<file path="src/hdl/hds_pkg.sv">
// Shared constants and register codes for the five-point heat stencil.
package hds_pkg;
    localparam int VALUE_WIDTH = 32;
    localparam int MAX_GRID    = 1024;

    localparam int GRID_W      = 11;
    localparam int RATIO_W     = 15;
    localparam int CFG_IDX_W   = 1;
    localparam int CFG_DATA_W  = 15;

    localparam logic [CFG_IDX_W-1:0] REG_GRID_SIZE  = 1'd0;
    localparam logic [CFG_IDX_W-1:0] REG_DIFF_RATIO = 1'd1;

    localparam int GRID_RESET  = 1024;
    localparam logic [RATIO_W-1:0] RATIO_RESET = 15'd13107;

    localparam int OUT_DEPTH   = 8;
endpackage

</file>
<file path="src/hdl/hds_fifo.sv">
// Small result queue that decouples the pipeline from the output receiver.
module hds_fifo #(
    parameter int W     = 53,
    parameter int DEPTH = hds_pkg::OUT_DEPTH
) (
    input  logic          i_clk,
    input  logic          i_rst_n,
    input  logic          i_wr,
    input  logic [W-1:0]  i_data,
    input  logic          i_rd,
    output logic          o_valid,
    output logic [W-1:0]  o_data
);
    import hds_pkg::*;

    localparam int AW = (DEPTH > 1) ? $clog2(DEPTH) : 1;
    localparam int NW = $clog2(DEPTH + 1);

    logic [W-1:0]  r_mem [DEPTH];
    logic [AW-1:0] r_wp, r_rp;
    logic [NW-1:0] r_cnt;
    logic          pop;

    assign pop     = i_rd && (r_cnt != '0);
    assign o_valid = (r_cnt != '0);
    assign o_data  = r_mem[r_rp];

    always_ff @(posedge i_clk) begin
        if (!i_rst_n) begin
            r_wp  <= '0;
            r_rp  <= '0;
            r_cnt <= '0;
        end else begin
            if (i_wr) begin
                r_wp <= (r_wp == AW'(DEPTH - 1)) ? '0 : r_wp + 1'b1;
            end
            if (pop) begin
                r_rp <= (r_rp == AW'(DEPTH - 1)) ? '0 : r_rp + 1'b1;
            end
            r_cnt <= r_cnt + NW'(i_wr) - NW'(pop);
        end
        if (i_wr) begin
            r_mem[r_wp] <= i_data;
        end
    end
endmodule

</file>
<file path="config.mk">
export PLATFORM = sky130hd
export DESIGN_NAME = hds_fifo
export DESIGN_NICKNAME = d
export VERILOG_FILES = /design/src/hdl/hds_pkg.sv /design/src/hdl/hds_fifo.sv
export SDC_FILE = /design/constraint.sdc
export NUM_CORES = 1
export LEC_CHECK = 0
export ABC_CLOCK_PERIOD_IN_PS = 7700
export BUFFER_PORTS_ARGS = -buffer_cell sky130_fd_sc_hd__buf_2
export CORE_AREA = 2 2 156 189
export DETAILED_ROUTE_END_ITERATION = 8
export DIE_AREA = 0 0 158 191
export HOLD_SLACK_MARGIN = 0.1
export MAX_ROUTING_LAYER = met4
export PLACE_DENSITY = 0.78
export SLEW_MARGIN = 10
export SYNTH_ARGS = -nofsm -noshare
export SYNTH_HDL_FRONTEND = slang
export SYNTH_SLANG_ARGS = --single-unit
</file>
<file path="constraint.sdc">
create_clock -name i_clk -period 7.7 [get_ports i_clk]
set_input_delay 0 -clock i_clk [delete_from_list [all_inputs] [get_ports i_clk]]
set_output_delay 0 -clock i_clk [all_outputs]
set_load 0.1 [all_outputs]
</file>
==> key figures <==
STA
  – Fin Clk Skew: around 0.017 ns
  – Period minus WS final: ~3.4 ns
  – Setup TNS after final layout: 0 ns
  – Pins over their slew limit: 0
  – # setup viols final: 0
  – RSZ-0062 raised after global routing: no
  – Period utilisation layout: 0.435
  – Worst-Margin Slew: 1.03 ns
  – Slew margin rel.: 0.311
  – Max Clk Rate: 298 MHz
  – Final Hold Viols: 0

Placed design
  – PortBufs: between 100 and 150
  – Routability Congestion: just under 0.7
  – DP HPWL: 16300 µm
  – Placed Cells: ~1200

Floorplan
  – Core area: ~0.028 mm²
  – Die Y: 191 µm
  – Die area: between 0.03 and 0.04 mm²
  – IO Pins: about 110
  – Initial Utilization: 0.591
  – Chip Width: between 150 and 200 µm
  – Num rows: 68

Global route
  – Gr usage total: 0.218
  – Grt ovf: 0
  – Initial antenna violation count: 1
  – Largest net degree at the start of global routing: 72
  – Global-route wire length before repair: 47100 µm
  – Vias in the first global route: approximately 8300

Outcome
  – Status: finished, final reports clean

Power
  – Static leakage: ~6.4 nW
  – Worst IR Drop VDD: between 0.0003 and 0.0004 V
  – Pwr dens: roughly 310 mW/mm²
  – Tot Pwr: roughly 6.1 mW

Logic synthesis
  – Main synth FF type: edfxtp_1
  – Area leader, netlist: edfxtp_1
  – Ys async rst share: 0
  – Yosys warning count: 0
  – Syn Inst Count: 687
  – Largest cells by area after synthesis: edfxtp_1 76%, mux4_2 13%, mux2_4 3.6%
  – Post-Syn Nets: roughly 750
  – Seq/Total Area, Yosys: 0.773
  – Share of Yosys cell area claimed by the top area cell type: 0.758
  – Syn_area_per_cell: 24.5 µm²
  – Cell Area, Synth: 0.0168 mm²
  – EDFF count, synth: about 420
  – Synth Register Bits: approximately 440
  – Distinct cells, synth: 27

Final layout
  – FILL cells: between 1500 and 2000
  – Layout Cells excl Fill: roughly 1300
  – Layout cells sized above 1: 0.374
  – P&R area growth vs syn: 16.7%
  – Nets: approximately 950

Clocking
  – Hold_buf cts: 57
  – CTS max path bufs: 3
  – H-tree levels: 2
  – Skew-Pair Late Insertion Delay: approximately 0.53 ns
  – Post_cts resized: 0
  – Root Buffer: clkbuf_16
  – CTS sink count: around 440
  – Clock transition at path regs: about 0.060 ns
  – Setup bufs post-CTS: 0
  – CTS Buf Count: around 40
  – TritonCTS clock tree: done

Setup path
  – CP Launch Type: register
  – WS Path Type: reg2out
  – Setup crit end kind: primary output
  – CP Data Arrival Time: about 3.4 ns
  – Crit path required time: slightly below 8 ns
  – Worst Path Max Fanout: just over 40

Flow run
  – Max Cap Violations: 0

Detailed routing
  – DRC: 0
  – Total Routed Length: 30900 µm
  – Post-route ant nets: 0
  – Wire per inst: approximately 24 µm
  – Detailed Route Iter0 Violations: 640
  – Vias per cell: between 5 and 6
  – Via count: 7592
  – First-pass DRT Iterations: 5

Worst hold path
  – Worst Hold Class: in2reg
## cell usage in the layout, fill, tap and decap left out, drive strengths merged
master       Yosys  routed
nand2b           3       3
a21oi            1       1
o22ai            1       1
dfxtp           13      13
mux4           106     106
clkbuf          13      49
bufinv           0       3
ha               8       8
fa               1       1
mux2i           10      10
nor3             2       2
or2              1       1
nor2             8       8
mux2            53      53
inv              4       6
edfxtp         424     424
clkinv           0      17
and2             4       4
diode            0       1
dlygate4sd3      0      57
a21o             1       1
nand3b           1       1
clkinvlp         0       2
xor2             1       1
nand2           11      11
nor2b            2       2
buf             18     123
or3b             1       1
## routing by layer
layer	up-vias	track usage	part of all wire
met5	-	-	0
met4	0	0.0541	0.018
met3	41	0.0281	0.050
met2	242	0.371	0.53
met1	4014	0.284	0.40
li1	3295	-	-
## cells by family (layout without fill, tap and decap cells)
group | count (synthesis) | in the layout | synth area share
AOI/OAI and AO/OA | 3 | 3 | 0.00112
xor gates and xnor gates | 1 | 1 | 0.000521
adders and majority gates | 9 | 9 | 0.00715
buffers and inverters | 35 | 257 | 0.0140
DFF | 437 | 437 | 0.773
muxes | 169 | 169 | 0.194
other | 0 | 1 | 0
and+or+nand+nor | 33 | 33 | 0.00953
## synthesized netlist by cell type (all sizes together) (2+ instances only)
master    n
edfxtp  424
mux4    106
mux2     53
buf      18
clkbuf   13
dfxtp    13
nand2    11
mux2i    10
ha        8
nor2      8
and2      4
inv       4
nand2b    3
nor2b     2
nor3      2
## area by class of cell
type,instances,area (µm²),area share
Tap cell,385,482,0.0246
Clock inverter,24,193,0.00983
Inverter,4,15.0,0.000766
Multi-Input combinational cell,215,3630,0.185
Antenna cell,1,2.50,0.000128
Timing Repair Buffer,180,1220,0.0622
Clock buffer,49,1060,0.0539
Sequential cell,437,13000,0.664
## through the flow
stage / hold WS [ns] / area [µm²] / util / worst slack (ns)
floorplan: 0.0989 / 16800 / - / 3.06
global placement: 0.246 / 17800 / 0.626 / 4.85
detailed placement: 0.268 / 17800 / 0.626 / 4.82
CTS: 0.257 / 19600 / 0.690 / 4.23
global route: 0.281 / 19600 / 0.690 / 4.07
finish: 0.276 / 19600 / 0.690 / 4.35
## report_power, final
| part | internal [mW] | switching, mW | leakage [nW] |
|---|---|---|---|
| Combinational | 0.447 | 1.06 | 1.87 |
| Sequential | 2.68 | 0.0605 | 3.96 |
| Clock | 1.08 | 0.804 | 0.609 |
## critical path, cell delays in order, from the launching register on
cell and delay [ns]:
dfxtp_4 0.79, buf_4 0.75, mux4_1 0.66, mux2_4 0.29
buf_2 0.29
## sequential cells by signal (all words and copies together) (netlist names), named ones only
name	count
r_cnt	4
r_wp	3
r_rp	3
r_mem	424
## final timing paths
kind                   from           to  cells past startpoint  slack (ns)
setup reg to reg    r_wp[2]  r_mem[5][3]                      3        5.26
setup / recovery   register   o_data[42]                      4        4.35
hold / removal    i_data[6]  r_mem[7][6]                      2        0.28
hold reg to reg     r_rp[1]     register                      2        0.50
(Power assumes the default switching activity.)
