--- config.mk ---
export PLATFORM = sky130hd
export DESIGN_NAME = hds_update
export DESIGN_NICKNAME = d
export VERILOG_FILES = /design/src/hdl/hds_pkg.sv /design/src/hdl/hds_update.sv
export SDC_FILE = /design/constraint.sdc
export NUM_CORES = 2
export LEC_CHECK = 0
export BUFFER_PORTS_ARGS = -buffer_cell sky130_fd_sc_hd__buf_4
export CAP_MARGIN = 0
export CORE_UTILIZATION = 35
export CTS_CLUSTER_SIZE = 12
export DETAILED_ROUTE_END_ITERATION = 10
export PLACE_DENSITY_LB_ADDON = 0.2
export SETUP_SLACK_MARGIN = 0.2
export SYNTH_ARGS = -nofsm -noshare
export SYNTH_HDL_FRONTEND = slang
export SYNTH_SLANG_ARGS = --single-unit
--- constraint.sdc ---
create_clock -name i_clk -period 9.22 [get_ports i_clk]
set_input_delay 1.844 -clock i_clk [delete_from_list [all_inputs] [get_ports i_clk]]
set_output_delay 1.844 -clock i_clk [all_outputs]
set_load 0.005 [all_outputs]
--- src/hdl/hds_pkg.sv ---
// Shared constants and register codes for the five-point heat stencil.
package hds_pkg;
    localparam int VALUE_WIDTH = 32;
    localparam int MAX_GRID    = 1024;

    localparam int GRID_W      = 11;
    localparam int RATIO_W     = 15;
    localparam int CFG_IDX_W   = 1;
    localparam int CFG_DATA_W  = 15;

    localparam logic [CFG_IDX_W-1:0] REG_GRID_SIZE  = 1'd0;
    localparam logic [CFG_IDX_W-1:0] REG_DIFF_RATIO = 1'd1;

    localparam int GRID_RESET  = 1024;
    localparam logic [RATIO_W-1:0] RATIO_RESET = 15'd13107;

    localparam int OUT_DEPTH   = 8;
endpackage

--- src/hdl/hds_update.sv ---
// Pipelined FTCS update: neighbor sum, lambda multiply, round and saturate.
module hds_update #(
    parameter int VW    = hds_pkg::VALUE_WIDTH,
    parameter int TAG_W = 21
) (
    input  logic                              i_clk,
    input  logic                              i_rst_n,
    input  logic                              i_valid,
    input  logic [TAG_W-1:0]                  i_tag,
    input  logic signed [VW-1:0]             i_up,
    input  logic signed [VW-1:0]             i_down,
    input  logic signed [VW-1:0]             i_left,
    input  logic signed [VW-1:0]             i_right,
    input  logic signed [VW-1:0]             i_center,
    input  logic [hds_pkg::RATIO_W-1:0]      i_lambda,
    output logic                              o_valid,
    output logic [TAG_W-1:0]                  o_tag,
    output logic signed [VW-1:0]             o_value
);
    import hds_pkg::*;

    localparam int SW = VW + 3;
    localparam int PW = SW + RATIO_W + 1;
    localparam int AW = VW + 4;
    localparam logic signed [AW-1:0] VMAX = {{5{1'b0}}, {(VW-1){1'b1}}};
    localparam logic signed [AW-1:0] VMIN = {{5{1'b1}}, {(VW-1){1'b0}}};
    localparam logic signed [PW-1:0] HALF = PW'(32768);

    logic                  r_a_valid, r_b_valid;
    logic [TAG_W-1:0]      r_a_tag, r_b_tag;
    logic signed [SW-1:0]  r_a_sum;
    logic signed [VW-1:0]  r_a_u, r_b_u;
    logic signed [PW-1:0]  r_b_prod;

    logic signed [SW-1:0]  n_sum;
    logic signed [PW-1:0]  rounded;
    logic signed [SW-1:0]  term;
    logic signed [AW-1:0]  total;

    always_comb begin
        n_sum = SW'(i_up) + SW'(i_down) + SW'(i_left) + SW'(i_right)
              - (SW'(i_center) <<< 2);
    end

    always_ff @(posedge i_clk) begin
        if (!i_rst_n) begin
            r_a_valid <= 1'b0;
            r_b_valid <= 1'b0;
        end else begin
            r_a_valid <= i_valid;
            r_b_valid <= r_a_valid;
        end
        r_a_tag  <= i_tag;
        r_a_sum  <= n_sum;
        r_a_u    <= i_center;
        r_b_tag  <= r_a_tag;
        r_b_u    <= r_a_u;
        r_b_prod <= PW'(r_a_sum) * PW'(signed'({1'b0, i_lambda}));
    end

    // round to nearest, ties up, then saturate
    always_comb begin
        rounded = r_b_prod + HALF;
        term    = SW'(rounded >>> 16);
        total   = AW'(r_b_u) + AW'(term);
        if (total > VMAX) begin
            o_value = VMAX[VW-1:0];
        end else if (total < VMIN) begin
            o_value = VMIN[VW-1:0];
        end else begin
            o_value = total[VW-1:0];
        end
    end

    assign o_valid = r_b_valid;
    assign o_tag   = r_b_tag;
endmodule

==> impl_metrics.csv <==
group,metric,value,unit
timing,min_period_over_period,90.0,%
drt,vias,20000,
clock_tree,post_cts_resized,0,
logic_synthesis,ys_async_sr_fraction,0,%
logic_synthesis,yosysMostFrequentCell,"inv_1",
cells_and_area,nets,4161,
hold_path,hp-class,"reg -> reg",
global_route,grt-ovfl-total,0,
logic_synthesis,ys.flop_type,"dfxtp_1",
global_route,grt_pass1_vias,22300,
logic_synthesis,synth_edf_count,0,
critical_path,cp_max_fo,35,
clock_tree,hold_buffers,0,
clock_tree,clockBufferDepth,2,
cells_and_area,fillCellCount,8102,
timing,hold_viol_final,0,
place,gp_congestion,0.827,
floorplanning,die_w,285,um
timing,min_period,8.30,ns
floorplanning,die_h,285,um
clock_tree,post_cts_buffers,0,
critical_path,startpoint_type,"input port",
job,drv_cap,0,
floorplanning,start_util,35.4,%
clock_tree,cts_tree,"built",
logic_synthesis,yosysSeqAreaShare,12.8,%
logic_synthesis,synthDistinctLibCells,70,
place,hpwl,59400,um
logic_synthesis,ys_ff_latch,179,
timing,finalSetupViolations,0,
timing,clock_skew,0.0140,ns
drt,wl,74300,um
floorplanning,dieArea,81200,um2
cells_and_area,seq_area,3580,um2
logic_synthesis,synth_cells,3001,
logic_synthesis,yosysTopAreaCellShare,42.3,%
drt,antenna_left,0,
cells_and_area,final_cells,4244,
global_route,grt_usage,19.2,%
timing,worst_pin_slew,1.32,ns
logic_synthesis,syn_avg_cell_area,9.34,um2
run_status,status,"completed",
drt,wl_per_cell,17.5,um
global_route,grt_max_degree,36,
clock_tree,numCtsBuffers,17,
logic_synthesis,synthesis.area,28000,um2
clock_tree,htreeDepth,4,
clock_tree,clk_latency,0.44,ns
drt,viasPerCell,4.71,
floorplanning,ios,253,
floorplanning,core-area,79100,um2
place,io_buffers,252,
cells_and_area,area_growth,12.4,%
clock_tree,cts_sinks,179,
logic_synthesis,yosysWarnings,0,
cells_and_area,drive_gt1_share,10.9,%
logic_synthesis,synthesis.nets,3981,
global_route,antenna_found_initial,0,
critical_path,setup.worst_path.class,"in -> reg",
cells_and_area,multiInputGateArea,21500,um2
clock_tree,cts_root_buffer,"clkbuf_16",
critical_path,required,9.54,ns
timing,relSlewSlack,11.9,%
floorplanning,num_rows,103,
place,dp_cells,4212,
timing,rsz0062_at_grt,"false",
logic_synthesis,synth_area_leaders,"fa_1 42%, dfxtp_1 13%, inv_1 9.1%",
drt,dr.pass1.iters,5,
timing,drv_slew,0,
drt,drcViolationCount,0,
critical_path,critPathCaptureType,"register",
global_route,grt_pass1_wl,121000,um
drt,drt_iter0_markers,774,
timing,max_freq,0.120,GHz
timing,timing.setup.tns,0,ns
critical_path,worstPathArrival,8.62,ns
logic_synthesis,yosys-top-cells-count,"678 x inv_1, 592 x fa_1, 372 x nand2_1, 221 x and2_1, 189 x ha_1",
clock_tree,clk_pin_slew,0.07,ns
logic_synthesis,synth_area_leader_cell,"fa_1",
cells_and_area,final_core_util,39.8,%
through the flow:
stage | setup slack, ns | cell area [um2] | hold WS, ns
floorplan | 1.47 | 28000 | 0.310
global placement | 0.496 | 30900 | 0.310
detailed placement | 0.529 | 30900 | 0.312
CTS | 0.980 | 31500 | 0.326
global route | 0.640 | 31500 | 0.336
finish | 0.920 | 31500 | 0.322
final cells by class:
class | count | share of cell area (%)
Multi-Input combinational cell | 2040 | 68.3
Tap cell | 1050 | 4.17
Sequential cell | 179 | 11.4
Antenna cell | 1 | 0.00794
Clock inverter | 12 | 0.401
Timing Repair Buffer | 265 | 6.32
Clock buffer | 19 | 1.37
Inverter | 678 | 8.08
routing by layer:
| layer | global-route usage (%) | part of all wire (%) |
|---|---|---|
| met2 | 35.3 | 52 |
| met4 | 4.68 | 2.2 |
| met5 | 0 | 0 |
| met1 | 23.6 | 42 |
| met3 | 2.38 | 3.6 |
layout by cell type, fill, tap and decap left out, types with 35 or more instances in the layout:
cell type,netlist,final
and2_1,221,221
xor2_1,45,45
xnor2_1,91,91
inv_1,678,678
dfxtp_1,179,179
buf_4,1,265
a21o_1,35,35
fa_1,592,592
nand3_1,39,39
o21ai_0,49,49
a21oi_1,83,83
ha_1,189,189
nand2_1,372,372
nor2_1,62,62
critical path: stages:
cell and delay [ns]:
buf_4 0.42, nand2_1 0.15, fa_1 0.54, fa_1 0.52, fa_1 0.52, inv_1 0.06, fa_1 0.50, fa_1 0.49
inv_1 0.05, fa_1 0.47, inv_1 0.04, ha_1 0.34, a21oi_1 0.16, o22ai_1 0.11, o311ai_0 0.88, o2111ai_1 0.39
a41o_1 0.37, a21oi_2 0.22, o21ai_1 0.16, a41oi_1 0.24, xnor2_1 0.10
sequential cells by signal, indices dropped and copies added, names as in the netlist:
signal / count
r_b_prod: 36
r_a_sum: 35
r_a_u: 32
r_b_u: 32
o_tag: 21
r_a_tag: 21
o_valid: 1
r_a_valid: 1
kinds of logic (layout without fill, tap and decap cells):
group	after synthesis	in the layout	synth area share, %
other	0	1	0
buffers and inverters	782	974	10.6
adder cells (fa/ha/maj)	781	781	50.7
XOR/XNOR	136	136	4.25
AO/OA/AOI/OAI	313	313	7.67
flip-flops	179	179	12.8
AND/OR/NAND/NOR	809	809	14.0
multiplexers	1	1	0.0357
final timing paths:
path                                   from           end  slack (ns)  depth (start not counted)
worst max-delay path            i_lambda[1]  r_b_prod[50]        0.92                         21
worst min-delay path            r_a_tag[11]     o_tag[11]        0.32                          0
worst max register to register  r_a_sum[11]  r_b_prod[50]        1.88                         20
worst min register to register  r_a_tag[11]     o_tag[11]        0.32                          0
Power is not shown: default switching activity piles up to over one toggle a cycle in this logic, so the estimate is an artifact.
